<file path="config.mk">
export PLATFORM = sky130hd
export DESIGN_NAME = sliding_window_max_unit_flat
export DESIGN_NICKNAME = d
export VERILOG_FILES = /design/src/rtl/swm_pkg.sv /design/src/rtl/swm_ifs.sv /design/src/rtl/swm_ctrl.sv /design/src/rtl/swm_datapath.sv /design/src/rtl/sliding_window_max_unit.sv /design/src/flat_wrapper.sv
export SDC_FILE = /design/constraint.sdc
export NUM_CORES = 2
export LEC_CHECK = 0
export BUFFER_PORTS_ARGS = -buffer_cell sky130_fd_sc_hd__buf_2
export CORE_MARGIN = 2
export CORE_UTILIZATION = 40
export CTS_CLUSTER_SIZE = 40
export DETAILED_ROUTE_END_ITERATION = 6
export GPL_TIMING_DRIVEN = 0
export PLACE_DENSITY = 0.62
export REMOVE_ABC_BUFFERS = 1
export SLEW_MARGIN = 20
export SYNTH_ARGS = -nofsm -noshare
export SYNTH_HDL_FRONTEND = slang
export SYNTH_SLANG_ARGS = --single-unit
export TNS_END_PERCENT = 10
</file>
<file path="constraint.sdc">
create_clock -name clk -period 17.5 [get_ports clk]
set_input_delay 2.625 -clock clk [delete_from_list [all_inputs] [get_ports clk]]
set_output_delay 2.625 -clock clk [all_outputs]
set_load 0.01 [all_outputs]
</file>
<file path="src/rtl/swm_pkg.sv">
`timescale 1ns / 1ps
// Package for the sliding window maximum unit: register width and the
// command and status groups between controller and datapath. No dependencies.
package swm_pkg;

	localparam int CFG_BITS = 7;

	typedef struct packed {
		logic cfg_wr;
		logic start;
		logic expire;
		logic pop_tail;
		logic append;
	} cmd_t;

	typedef struct packed {
		logic drop;
		logic result;
	} status_t;

endpackage

</file>
<file path="src/rtl/swm_ifs.sv">
`timescale 1ns / 1ps
// Valid/ready channel interfaces for samples, results and the window register.
// Depends on swm_pkg.
interface swm_in_if #(parameter int SAMPLE_BITS = 16);
	logic                          valid;
	logic                          ready;
	logic signed [SAMPLE_BITS-1:0] sample;
	logic                          start_of_sequence;

	modport source (output valid, output sample, output start_of_sequence, input ready);
	modport sink (input valid, input sample, input start_of_sequence, output ready);
endinterface

interface swm_out_if #(parameter int SAMPLE_BITS = 16);
	logic                          valid;
	logic                          ready;
	logic signed [SAMPLE_BITS-1:0] window_max;

	modport source (output valid, output window_max, input ready);
	modport sink (input valid, input window_max, output ready);
endinterface

interface swm_cfg_if;
	import swm_pkg::*;
	logic                valid;
	logic                ready;
	logic [CFG_BITS-1:0] window_size;

	modport source (output valid, output window_size, input ready);
	modport sink (input valid, input window_size, output ready);
endinterface

</file>
<file path="src/rtl/swm_ctrl.sv">
`timescale 1ns / 1ps
// Controller state machine of the sliding window maximum unit.
// Depends on swm_pkg; drives the commands of swm_datapath.
module swm_ctrl (
	input  logic            clk,
	input  logic            arst_n,
	input  logic            in_valid,
	output logic            in_ready,
	input  logic            cfg_valid,
	output logic            cfg_ready,
	output logic            out_valid,
	input  logic            out_ready,
	input  swm_pkg::status_t status,
	output swm_pkg::cmd_t   cmd
);
	import swm_pkg::*;

	typedef enum logic [2:0] {
		S_IDLE   = 3'b001,
		S_EXPIRE = 3'b010,
		S_TRIM   = 3'b100
	} state_t;

	state_t state_q, state_d;
	logic   out_valid_q;

	always_comb begin
		cmd       = '0;
		state_d   = state_q;
		in_ready  = 1'b0;
		cfg_ready = 1'b0;
		unique case (state_q)
			S_IDLE: begin
				cfg_ready = 1'b1;
				in_ready  = !cfg_valid;
				if (cfg_valid) begin
					cmd.cfg_wr = 1'b1;
				end else if (in_valid) begin
					cmd.start = 1'b1;
					state_d   = S_EXPIRE;
				end
			end
			S_EXPIRE: begin
				cmd.expire = 1'b1;
				state_d    = S_TRIM;
			end
			S_TRIM: begin
				if (status.drop) begin
					cmd.pop_tail = 1'b1;
				end else if (!out_valid_q || out_ready) begin
					cmd.append = 1'b1;
					state_d    = S_IDLE;
				end
			end
			default: begin
				state_d = S_IDLE;
			end
		endcase
	end

	always_ff @(posedge clk or negedge arst_n) begin
		if (!arst_n) begin
			state_q     <= S_IDLE;
			out_valid_q <= 1'b0;
		end else begin
			state_q <= state_d;
			if (cmd.append) begin
				out_valid_q <= status.result;
			end else if (out_ready) begin
				out_valid_q <= 1'b0;
			end
		end
	end

	assign out_valid = out_valid_q;

endmodule

</file>
<file path="src/rtl/swm_datapath.sv">
`timescale 1ns / 1ps
// Datapath of the sliding window maximum unit: candidate queue memory,
// history memory, pointers and the result register. Depends on swm_pkg.
module swm_datapath #(
	parameter int MAX_WINDOW  = 64,
	parameter int SAMPLE_BITS = 16
) (
	input  logic                            clk,
	input  logic                            arst_n,
	input  swm_pkg::cmd_t                   cmd,
	output swm_pkg::status_t                status,
	input  logic signed [SAMPLE_BITS-1:0]   in_sample,
	input  logic                            in_sos,
	input  logic [swm_pkg::CFG_BITS-1:0]    cfg_data,
	output logic signed [SAMPLE_BITS-1:0]   out_data
);
	import swm_pkg::*;

	localparam int AW = (MAX_WINDOW > 1) ? $clog2(MAX_WINDOW) : 1;
	localparam int KW = $clog2(MAX_WINDOW + 1);
	localparam int WB = (KW > CFG_BITS) ? KW : CFG_BITS;

	function automatic logic [AW-1:0] wrap_add(input logic [AW-1:0] a, input logic [KW-1:0] b);
		logic [KW:0] sum;
		sum = (KW+1)'(a) + (KW+1)'(b);
		if (sum >= (KW+1)'(MAX_WINDOW)) begin
			sum = sum - (KW+1)'(MAX_WINDOW);
		end
		return AW'(sum);
	endfunction

	logic signed [SAMPLE_BITS-1:0] cand_mem [MAX_WINDOW];
	logic signed [SAMPLE_BITS-1:0] hist_mem [MAX_WINDOW];

	logic [KW-1:0] k_q;
	logic [AW-1:0] head_q;
	logic [KW-1:0] count_q;
	logic [AW-1:0] hp_q;
	logic [KW-1:0] fill_q;

	logic signed [SAMPLE_BITS-1:0] sample_q;
	logic signed [SAMPLE_BITS-1:0] rd_head_q;
	logic signed [SAMPLE_BITS-1:0] rd_tail_q;
	logic signed [SAMPLE_BITS-1:0] rd_hist_q;
	logic signed [SAMPLE_BITS-1:0] out_data_q;

	logic [WB-1:0] cfg_ext;
	logic [KW-1:0] k_next;
	logic [AW-1:0] hp_eff;
	logic [AW-1:0] head_eff;
	logic          gone_hit;
	logic [AW-1:0] head_exp;
	logic [KW-1:0] count_exp;
	logic [KW-1:0] count_dec;
	logic [KW-1:0] fill_next;
	logic [AW-1:0] hp_next;

	always_comb begin
		cfg_ext = WB'(cfg_data);
		if (cfg_ext == '0) begin
			k_next = KW'(1);
		end else if (cfg_ext > WB'(MAX_WINDOW)) begin
			k_next = KW'(MAX_WINDOW);
		end else begin
			k_next = KW'(cfg_ext);
		end
	end

	assign hp_eff   = in_sos ? '0 : hp_q;
	assign head_eff = in_sos ? '0 : head_q;

	assign gone_hit  = (fill_q >= k_q) && (count_q != '0) && (rd_head_q == rd_hist_q);
	assign head_exp  = gone_hit ? wrap_add(head_q, KW'(1)) : head_q;
	assign count_exp = gone_hit ? count_q - KW'(1) : count_q;
	assign count_dec = count_q - KW'(1);
	assign fill_next = (fill_q < k_q) ? fill_q + KW'(1) : fill_q;
	assign hp_next   = (hp_q == AW'(MAX_WINDOW - 1)) ? '0 : hp_q + AW'(1);

	assign status.drop   = (count_q != '0) && (rd_tail_q < sample_q);
	assign status.result = (fill_next >= k_q);

	always_ff @(posedge clk or negedge arst_n) begin
		if (!arst_n) begin
			k_q     <= KW'(1);
			head_q  <= '0;
			count_q <= '0;
			hp_q    <= '0;
			fill_q  <= '0;
		end else begin
			priority if (cmd.cfg_wr) begin
				k_q     <= k_next;
				head_q  <= '0;
				count_q <= '0;
				hp_q    <= '0;
				fill_q  <= '0;
			end else if (cmd.start) begin
				if (in_sos) begin
					head_q  <= '0;
					count_q <= '0;
					hp_q    <= '0;
					fill_q  <= '0;
				end
			end else if (cmd.expire) begin
				head_q  <= head_exp;
				count_q <= count_exp;
			end else if (cmd.pop_tail) begin
				count_q <= count_dec;
			end else if (cmd.append) begin
				count_q <= count_q + KW'(1);
				hp_q    <= hp_next;
				fill_q  <= fill_next;
			end else begin
				k_q <= k_q;
			end
		end
	end

	always_ff @(posedge clk) begin
		if (cmd.start) begin
			sample_q  <= in_sample;
			rd_hist_q <= hist_mem[wrap_add(hp_eff, KW'(MAX_WINDOW) - k_q)];
			rd_head_q <= cand_mem[head_eff];
		end
		if (cmd.expire) begin
			rd_head_q <= cand_mem[head_exp];
			rd_tail_q <= cand_mem[wrap_add(head_exp, count_exp - KW'(1))];
		end
		if (cmd.pop_tail) begin
			rd_tail_q <= cand_mem[wrap_add(head_q, count_dec - KW'(1))];
		end
		if (cmd.append) begin
			cand_mem[wrap_add(head_q, count_q)] <= sample_q;
			hist_mem[hp_q]                      <= sample_q;
			out_data_q <= (count_q == '0) ? sample_q : rd_head_q;
		end
	end

	assign out_data = out_data_q;

endmodule

</file>
<file path="src/rtl/sliding_window_max_unit.sv">
`timescale 1ns / 1ps
// Sliding window maximum unit: a running maximum filter over signed samples.
// Depends on swm_pkg, swm_ifs, swm_ctrl and swm_datapath.
//
// Each sample beat passes the states S_IDLE, S_EXPIRE and S_TRIM; it stays in
// S_TRIM while smaller candidates are dropped from the tail of the queue, one
// tail entry compared per cycle through the registered reads of the candidate
// memory, and each sample is dropped from the queue at most once. Once
// window_size samples of a sequence have arrived, each sample gives one result
// beat; a start_of_sequence sample or a write of window_size begins a new
// sequence. A window of zero acts as one, and one above MAX_WINDOW is clamped.
// The result register lets the next sample enter while a result still waits.
module sliding_window_max_unit #(
	parameter int MAX_WINDOW  = 64,
	parameter int SAMPLE_BITS = 16
) (
	input  logic          clk,
	input  logic          arst_n,
	swm_in_if.sink        samples,
	swm_out_if.source     results,
	swm_cfg_if.sink       cfg
);
	import swm_pkg::*;

	cmd_t    cmd;
	status_t status;

	swm_ctrl u_ctrl (
		.clk       (clk),
		.arst_n    (arst_n),
		.in_valid  (samples.valid),
		.in_ready  (samples.ready),
		.cfg_valid (cfg.valid),
		.cfg_ready (cfg.ready),
		.out_valid (results.valid),
		.out_ready (results.ready),
		.status    (status),
		.cmd       (cmd)
	);

	swm_datapath #(
		.MAX_WINDOW  (MAX_WINDOW),
		.SAMPLE_BITS (SAMPLE_BITS)
	) u_datapath (
		.clk       (clk),
		.arst_n    (arst_n),
		.cmd       (cmd),
		.status    (status),
		.in_sample (samples.sample),
		.in_sos    (samples.start_of_sequence),
		.cfg_data  (cfg.window_size),
		.out_data  (results.window_max)
	);

endmodule
</file>
<file path="src/flat_wrapper.sv">
// flat-port wrapper written by rule: the top's interface ports become plain ports
module sliding_window_max_unit_flat import swm_pkg::*;
#(
	parameter int MAX_WINDOW  = 64,
	parameter int SAMPLE_BITS = 16
)
  (clk, arst_n, samples_valid, samples_sample, samples_start_of_sequence, samples_ready, results_valid, results_window_max, results_ready, cfg_valid, cfg_window_size, cfg_ready);
  swm_in_if #(.SAMPLE_BITS(SAMPLE_BITS)) samples_i ();
  swm_out_if #(.SAMPLE_BITS(SAMPLE_BITS)) results_i ();
  swm_cfg_if cfg_i ();
  input  logic clk;
  input  logic arst_n;
  input wire logic [$bits(samples_i.valid)-1:0] samples_valid;
  input wire logic [$bits(samples_i.sample)-1:0] samples_sample;
  input wire logic [$bits(samples_i.start_of_sequence)-1:0] samples_start_of_sequence;
  output wire logic [$bits(samples_i.ready)-1:0] samples_ready;
  output wire logic [$bits(results_i.valid)-1:0] results_valid;
  output wire logic [$bits(results_i.window_max)-1:0] results_window_max;
  input wire logic [$bits(results_i.ready)-1:0] results_ready;
  input wire logic [$bits(cfg_i.valid)-1:0] cfg_valid;
  input wire logic [$bits(cfg_i.window_size)-1:0] cfg_window_size;
  output wire logic [$bits(cfg_i.ready)-1:0] cfg_ready;
  assign samples_i.valid = samples_valid;
  assign samples_i.sample = samples_sample;
  assign samples_i.start_of_sequence = samples_start_of_sequence;
  assign samples_ready = samples_i.ready;
  assign results_valid = results_i.valid;
  assign results_window_max = results_i.window_max;
  assign results_i.ready = results_ready;
  assign cfg_i.valid = cfg_valid;
  assign cfg_i.window_size = cfg_window_size;
  assign cfg_ready = cfg_i.ready;
  sliding_window_max_unit #(.MAX_WINDOW(MAX_WINDOW), .SAMPLE_BITS(SAMPLE_BITS)) u_core (.clk(clk), .arst_n(arst_n), .samples(samples_i), .results(results_i), .cfg(cfg_i));
endmodule
</file>
* Word-level counts from Yosys, hierarchy flattened
Memory sizes are Yosys's and may differ from the RTL's. A register that Yosys moved wholly into a read port is not among the register bits.
Cells that the tools add are included.
** Operators by class
- Reductions and logical operators :: 19
- Order comparisons :: 10
- Equal/unequal tests :: 12
- Add/subtract/negate cells :: 17
- Multiplexer cells :: 61
** Operators with widths (number)
- 6-bit 2-to-1 mux :: 21
- 7-bit 2-to-1 mux :: 15
- 16-bit 2-to-1 mux :: 5
- 6-bit by 7-bit adder with 8-bit output :: 4
- 8-bit by 7-bit >= comparator with 1-bit output (second input constant) :: 4
- 6-bit by 1-bit subtractor with 6-bit output (second input constant) :: 5
- 7-bit by 1-bit subtractor with 7-bit output (second input constant) :: 3
- 16-bit == test :: 1
- 16-bit < comparator :: 1
- 7-bit by 1-bit adder with 7-bit output (second input constant) :: 2
- 7-bit >= comparator :: 2
- 7-bit logical NOT :: 2
- 1-bit 2-to-1 mux :: 13
- 3-bit 2-to-1 mux :: 4
- 3-bit case mux with 3 select lines :: 1
- 2-bit inequality test (second input constant) :: 4
- 4-bit AND reduction :: 2
- 6-bit by 1-bit adder with 7-bit output (second input constant) :: 1
- 7-bit >= comparator (second input constant) :: 1
- 7-bit greater-than comparator (second input constant) :: 1
- 7-bit < comparator :: 1
- 7-bit nonzero test :: 1
- 7-bit subtractor (first input constant) :: 1
- 6-bit by 1-bit adder with 6-bit output (second input constant) :: 1
- other kinds (15) :: 23
** Storage, ports and cells
- Memories kept :: 2
- Register bits after elaboration :: 101
- Word-level logic and storage cells :: 132
- Bits in writable memories :: 2048
- Output and inout bits :: 19
- Bits of input ports :: 29
** Memories
- u_core.u_datapath.cand_mem :: words 64, width 16, rd ports 4, clocked after Yosys merged registers in 0, wr ports 1, line swm_datapath.sv:32 : logic signed [SAMPLE_BITS-1:0] cand_mem [MAX_WINDOW];
- u_core.u_datapath.hist_mem :: words 64, width 16, rd ports 1, clocked after Yosys merged registers in 1, wr ports 1, line swm_datapath.sv:33 : logic signed [SAMPLE_BITS-1:0] hist_mem [MAX_WINDOW];

* Longest topological paths before layout
An unclocked memory read counts as a cell.
- Depth in word-level cells :: 12
- Depth in mapped cells :: 26
- Gate-level depth less buffers :: 22

* Cells and area by module
From an unflattened synthesis, not the netlist that was laid out.
** Second synthesis, totals
- Cell total of the unflattened synthesis :: 6323
- Area total of the unflattened synthesis :: 111419.4 sq um
** By module, submodules not included
- swm_datapath :: instances 1, area each 111172.9 sq um, seq. area each 64728.3 sq um, cells an instance 6296
- swm_ctrl :: instances 1, area each 246.5 sq um, seq. area each 101.3 sq um, cells an instance 27

* Worst setup path after synthesis
OpenSTA, ideal clock, no wires.
- Kind :: in2reg
- Start :: in samples_start_of_sequence
- End :: reg u_core.u_datapath.rd_hist_q[0], read port of u_core.u_datapath.hist_mem (data pin)
- Data arrival time :: 6093 ps
- Path slack :: 11135 ps
- Stages on the path :: 9
- Library setup time :: 272 ps
- Path through :: clkbuf_1 > clkbuf_1 > nor2b_1 > ha_1 > fa_1 > xnor2_1 > clkbuf_1 > mux4_2 > mux4_2
** Between the ends
- Cells in the longest elaborated chain, start to end :: 5
- Elaborated cells between the ends (all ways) :: 6
** RTL lines
- start: declaration :: line flat_wrapper.sv:15 : input wire logic [$bits(samples_i.start_of_sequence)-1:0] samples_start_of_sequence;
- 6-bit 2-to-1 mux *
- 6-bit by 7-bit adder with 8-bit output * :: line swm_datapath.sv:25 : sum = (KW+1)'(a) + (KW+1)'(b);
- 8-bit by 7-bit >= comparator with 1-bit output / 6-bit by 1-bit subtractor with 6-bit output (equally long branches) :: line swm_datapath.sv:26, swm_datapath.sv:27
- 6-bit 2-to-1 mux * :: line swm_datapath.sv:26 : if (sum >= (KW+1)'(MAX_WINDOW)) begin
- 6-bit 2-to-1 mux * :: line swm_datapath.sv:119 : if (cmd.start) begin
- end: declaration :: line swm_datapath.sv:44 : logic signed [SAMPLE_BITS-1:0] rd_hist_q;
Mark *: on every way between the ends. The rest lies on a longest branch, timed or not. The select of a mux whose other input is x is not followed.
A chain may end at the register's enable or synchronous reset.

* Worst setup path in the final report
- Start :: reg u_core.u_datapath.count_q[0]
- End :: reg u_core.u_datapath.rd_tail_q[5] (data pin)
** Between the ends
- Cells in the longest elaborated chain, start to end :: 12
- Elaborated cells between the ends (all ways) :: 24
** RTL lines
- start: declaration :: line swm_datapath.sv:37 : logic [KW-1:0] count_q;
- start signal: assignment :: line swm_datapath.sv:105 : count_q <= count_exp;
- start signal: assignment :: line swm_datapath.sv:107 : count_q <= count_dec;
- start signal: assignment :: line swm_datapath.sv:109 : count_q <= count_q + KW'(1);
- branches (longest 11 deep; another with memory 64 x 16 bit)
- 16-bit 2-to-1 mux * :: line swm_datapath.sv:128 : if (cmd.pop_tail) begin
- end signal: assignment :: line swm_datapath.sv:126 : rd_tail_q <= cand_mem[wrap_add(head_exp, count_exp - KW'(1))];
- end signal: assignment :: line swm_datapath.sv:129 : rd_tail_q <= cand_mem[wrap_add(head_q, count_dec - KW'(1))];
- end: declaration :: line swm_datapath.sv:43 : logic signed [SAMPLE_BITS-1:0] rd_tail_q;
Every way passes the cells marked *. The select of a mux whose other input is x is not followed.

==> flow_summary_export.csv <==
group,metric,value,unit
route,vias,67300,
placement,numPortBuffers,47,
critical_path,worst-path-buf-inv,13,
route,routed_wirelength,362000,um
grt,grt_usage,25.8,%
route,first_pass_iters,7,
cells_and_area,post-route-cell-area,129000,um^2
power,power.clock.fraction,25.1,%
route,count_of_antenna_violating_nets_left_after_detailed_routing,0,
route,routedWlPerCell,36.2,um
power,static-leakage-power,0.0400,uW
cells_and_area,layout_commonest_cell,"sky130_fd_sc_hd__edfxtp_1",
critical_path,critPathArrivalTime,10.08,ns
floorplanning,die_h,528,um
critical_path,worst_path_largest_cell_delay,1.18,ns
route,remaining_drc_errors,27,
run_status,status,"finished with violations",
sta,timing.final.max_slew_violations,0,
sta,holdWs,0.540,ns
cells_and_area,fillers,22400,
sta,totalNegativeSetupSlack,0,ns
hold_path,worst_hold_startpoint,"u_core.u_datapath.count_q[6]$_DFFE_PN0P_",
grt,met1_usage,33.7,%
sta,min_period,9.48,ns
critical_path,timing.critical_path.slowest_stage_cell,"sky130_fd_sc_hd__fa_4",
placement,dpl.hpwl,249000,um
critical_path,timing.setup.critical_path_class,"reg -> reg",
grt,grt_overflow_total,0,
floorplanning,core_area,273000,um^2
grt,grt_max_degree,89,
clock_network,cts_hold_buf,0,
synthesis,synthDistinctLibCells,71,
critical_path,critPathLaunchType,"register",
synthesis,async_flop_share,1.71,%
placement,last_weighted_congestion_value_of_the_routability_driven_placer,0.925,
grt,grt_pass1_vias,66800,
clock_network,tritoncts,"yes",
synthesis,synth_sequential_area_ratio,59.1,%
power,internal_power,12000,uW
grt,global_route.usage.met2,39.2,%
power,seqPwrFrac,31.6,%
critical_path,crit_path_end_kind,"register",
grt,global_route.usage.met3,6.70,%
clock_network,htree_levels,4,
run_status,violations,"DRC",
synthesis,postSynth.topFlopCell,"sky130_fd_sc_hd__edfxtp_1",
grt,grt-busiest-layer,"met2",
power,combPwrFrac,43.3,%
sta,fmax,105,MHz
clock_network,clock_sink_count,2165,
synthesis,mappedNetlistArea,110000,um^2
critical_path,critPathRequiredTime,18.09,ns
grt,grt_pass1_wl,512000,um
synthesis,ys.warnings.count,0,
sta,final_min_period_over_clock_period,54.2,%
sta,slew_headroom,12.4,%
critical_path,path_delay_family,"buffers and inverters",
grt,number_of_antenna_violations_at_the_first_check_in_global_routing,12,
synthesis,netlist_instances,6018,
sta,setup_repair_after_global_routing_missed_its_margin,"false",
floorplanning,ioPinCount,48,
cells_and_area,finish.net_count,6302,
critical_path,r2r_start,"u_core.u_datapath.count_q[0]$_DFFE_PN0P_",
floorplanning,placement_rows,192,
synthesis,yosys_register_bits,2165,
sta,final-setup-viol-count,0,
clock_network,clk_pin_slew,0.07,ns
sta,report.final.hold_viol_count,0,
critical_path,worst_setup_path_startpoint,"u_core.u_datapath.count_q[0]$_DFFE_PN0P_",
flow_run,cap_violations,0,
route,route.detailed.vias_per_inst,6.74,
clock_network,skew_pair_late_insertion_delay,0.91,ns
clock_network,clock-root-buffer,"sky130_fd_sc_hd__clkbuf_16",
power,vdd.ir_drop.worst,0.134,mV
synthesis,synth_largest_area_cell,"sky130_fd_sc_hd__edfxtp_1",
floorplanning,start_util,40.2,%
clock_network,numCtsBuffers,217,
clock_network,cts.repair_timing.setup_buffer_count,0,
power,netSwitchingFraction,34.7,%
placement,post_place_cell_area,122000,um^2
synthesis,number_of_synthesized_flops_with_an_enable_pin,2128,
route,detail_route.iter0.violations,10600,
cells_and_area,final_layout_size_suffix_gt1_share,37.2,%
clock_network,cts_resized,0,
cells_and_area,stdcell_count,9989,
floorplanning,die_width,528,um
hold_path,hold_path_class,"reg -> reg",
sta,fin_skew,0.0674,ns
power,power_density,142,nW/um^2
synthesis,postSynthAreaPerCell,18.2,um^2
synthesis,synth.top_cells.by_area,"sky130_fd_sc_hd__edfxtp_1, sky130_fd_sc_hd__mux4_2, sky130_fd_sc_hd__nand2_1, sky130_fd_sc_hd__mux2i_1, sky130_fd_sc_hd__clkbuf_1",
synthesis,top_area_cell_type_share_of_the_netlist_area,58.2,%
cells_and_area,most-common-layout-cells,"sky130_fd_sc_hd__edfxtp_1, sky130_fd_sc_hd__mux4_2, sky130_fd_sc_hd__nand2_1",
critical_path,crit_path_max_fanout,46,
clock_network,clk_path_buf_depth,3,
floorplanning,fp.dieArea,279000,um^2
sta,tightest_slew,1.31,ns
power,netSwitchingPower,6370,uW
cells_and_area,area_delta_synth_final,17.3,%
placement,dp.cells,9583,
==> Yosys cell counts, types with 26 or more instances <==
master / n
sky130_fd_sc_hd__edfxtp_1: 2128
sky130_fd_sc_hd__nor2_1: 192
sky130_fd_sc_hd__xnor2_1: 42
sky130_fd_sc_hd__dfrtp_1: 35
sky130_fd_sc_hd__clkbuf_1: 301
sky130_fd_sc_hd__nand2_1: 506
sky130_fd_sc_hd__o22ai_1: 178
sky130_fd_sc_hd__and3_1: 52
sky130_fd_sc_hd__mux2i_1: 180
sky130_fd_sc_hd__mux2_2: 38
sky130_fd_sc_hd__a211oi_1: 35
sky130_fd_sc_hd__inv_1: 45
sky130_fd_sc_hd__a21oi_1: 86
sky130_fd_sc_hd__xor2_1: 26
sky130_fd_sc_hd__buf_1: 88
sky130_fd_sc_hd__mux4_2: 1366
sky130_fd_sc_hd__o211ai_1: 41
sky130_fd_sc_hd__ha_1: 56
sky130_fd_sc_hd__buf_2: 70
sky130_fd_sc_hd__o21ai_0: 82
sky130_fd_sc_hd__nand3_1: 162
==> through the flow <==
stage,total power (uW),worst slack [ns],util [%]
6_report,18300,8.02,47.1
2_1_floorplan,12300,-10.48,-
4_1_cts,18200,8.17,47.1
5_1_grt,18700,7.76,47.1
3_3_place_gp,15500,-36.10,41.1
3_5_place_dp,13700,8.17,44.5
==> path summary, 6_finish.rpt <==
kind                                                                 end  slack, ns  cells past startpoint
worst max-delay path            u_core.u_datapath.rd_tail_q[5]$_DFFE_PP_       8.02                     26
worst min-delay path            u_core.u_datapath.count_q[6]$_DFFE_PN0P_       0.54                      2
worst max register to register  u_core.u_datapath.rd_tail_q[5]$_DFFE_PP_       8.02                     26
worst min register to register  u_core.u_datapath.count_q[6]$_DFFE_PN0P_       0.54                      2
max in group asynchronous        u_core.u_datapath.head_q[0]$_DFFE_PN0P_      14.86                      1
min in group asynchronous            u_core.u_ctrl.out_valid$_DFFE_PN0P_       1.85                      1
==> kinds of logic (layout without fill, tap and decap cells) <==
group                    Yosys count  count (layout)  share of synthesized area [%]
multiplexers                    1584            1584                           30.1
adder cells (fa/ha/maj)           60              60                          0.711
AND/OR/NAND/NOR                 1044            1044                           4.25
flip-flops                      2165            2165                           59.1
other                              0               5                              0
buffers and inverters            535             912                           2.02
AO/OA/AOI/OAI                    559             559                           3.29
XOR/XNOR                          71              71                          0.597
==> power groups by stage <==
stage | logic, uW | registers (uW) | clock network [uW]
after floorplan | 6340 | 5920 | 0
after global placement | 9480 | 5980 | 0
after detailed placement | 7750 | 5910 | 0
after CTS | 7780 | 5800 | 4650
after global routing | 8070 | 5800 | 4840
final | 7940 | 5800 | 4600
==> sequential cells by signal (all words and copies together) (netlist names) <==
name	cells
u_core.u_ctrl.out_valid	1
u_core.u_ctrl.state_q	3
u_core.u_datapath.cand_mem	1024
u_core.u_datapath.count_q	7
u_core.u_datapath.fill_q	7
u_core.u_datapath.head_q	6
u_core.u_datapath.hist_mem	1024
u_core.u_datapath.hp_q	6
u_core.u_datapath.k_q	7
u_core.u_datapath.out_data	16
u_core.u_datapath.rd_head_q	16
u_core.u_datapath.rd_hist_q	16
u_core.u_datapath.rd_tail_q	16
u_core.u_datapath.sample_q	16
==> worst min-delay path, delay by kind of cell (launching register included) <==
kind	cells	cell delay (ns)
AND/OR/NAND/NOR	2	0.12
flip-flops	1	0.38
==> cell type report <==
class	instances	area, um^2	share of cell area [%]
Antenna cell	5	12.5	0.00972
Clock buffer	264	5610	4.36
Clock inverter	137	1340	1.04
Inverter	49	200	0.156
Multi-Input combinational cell	3318	43900	34.1
Sequential cell	2165	64800	50.4
Tap cell	3589	4490	3.49
Timing Repair Buffer	462	8320	6.47
==> per-layer routing <==
metal / up-vias / part of all wire (%)
li1: 26100 / -
met1: 35300 / 36
met2: 4847 / 46
met3: 1056 / 11
met4: 10 / 6.8
met5: - / 0.070
(Power assumes the default switching activity.)
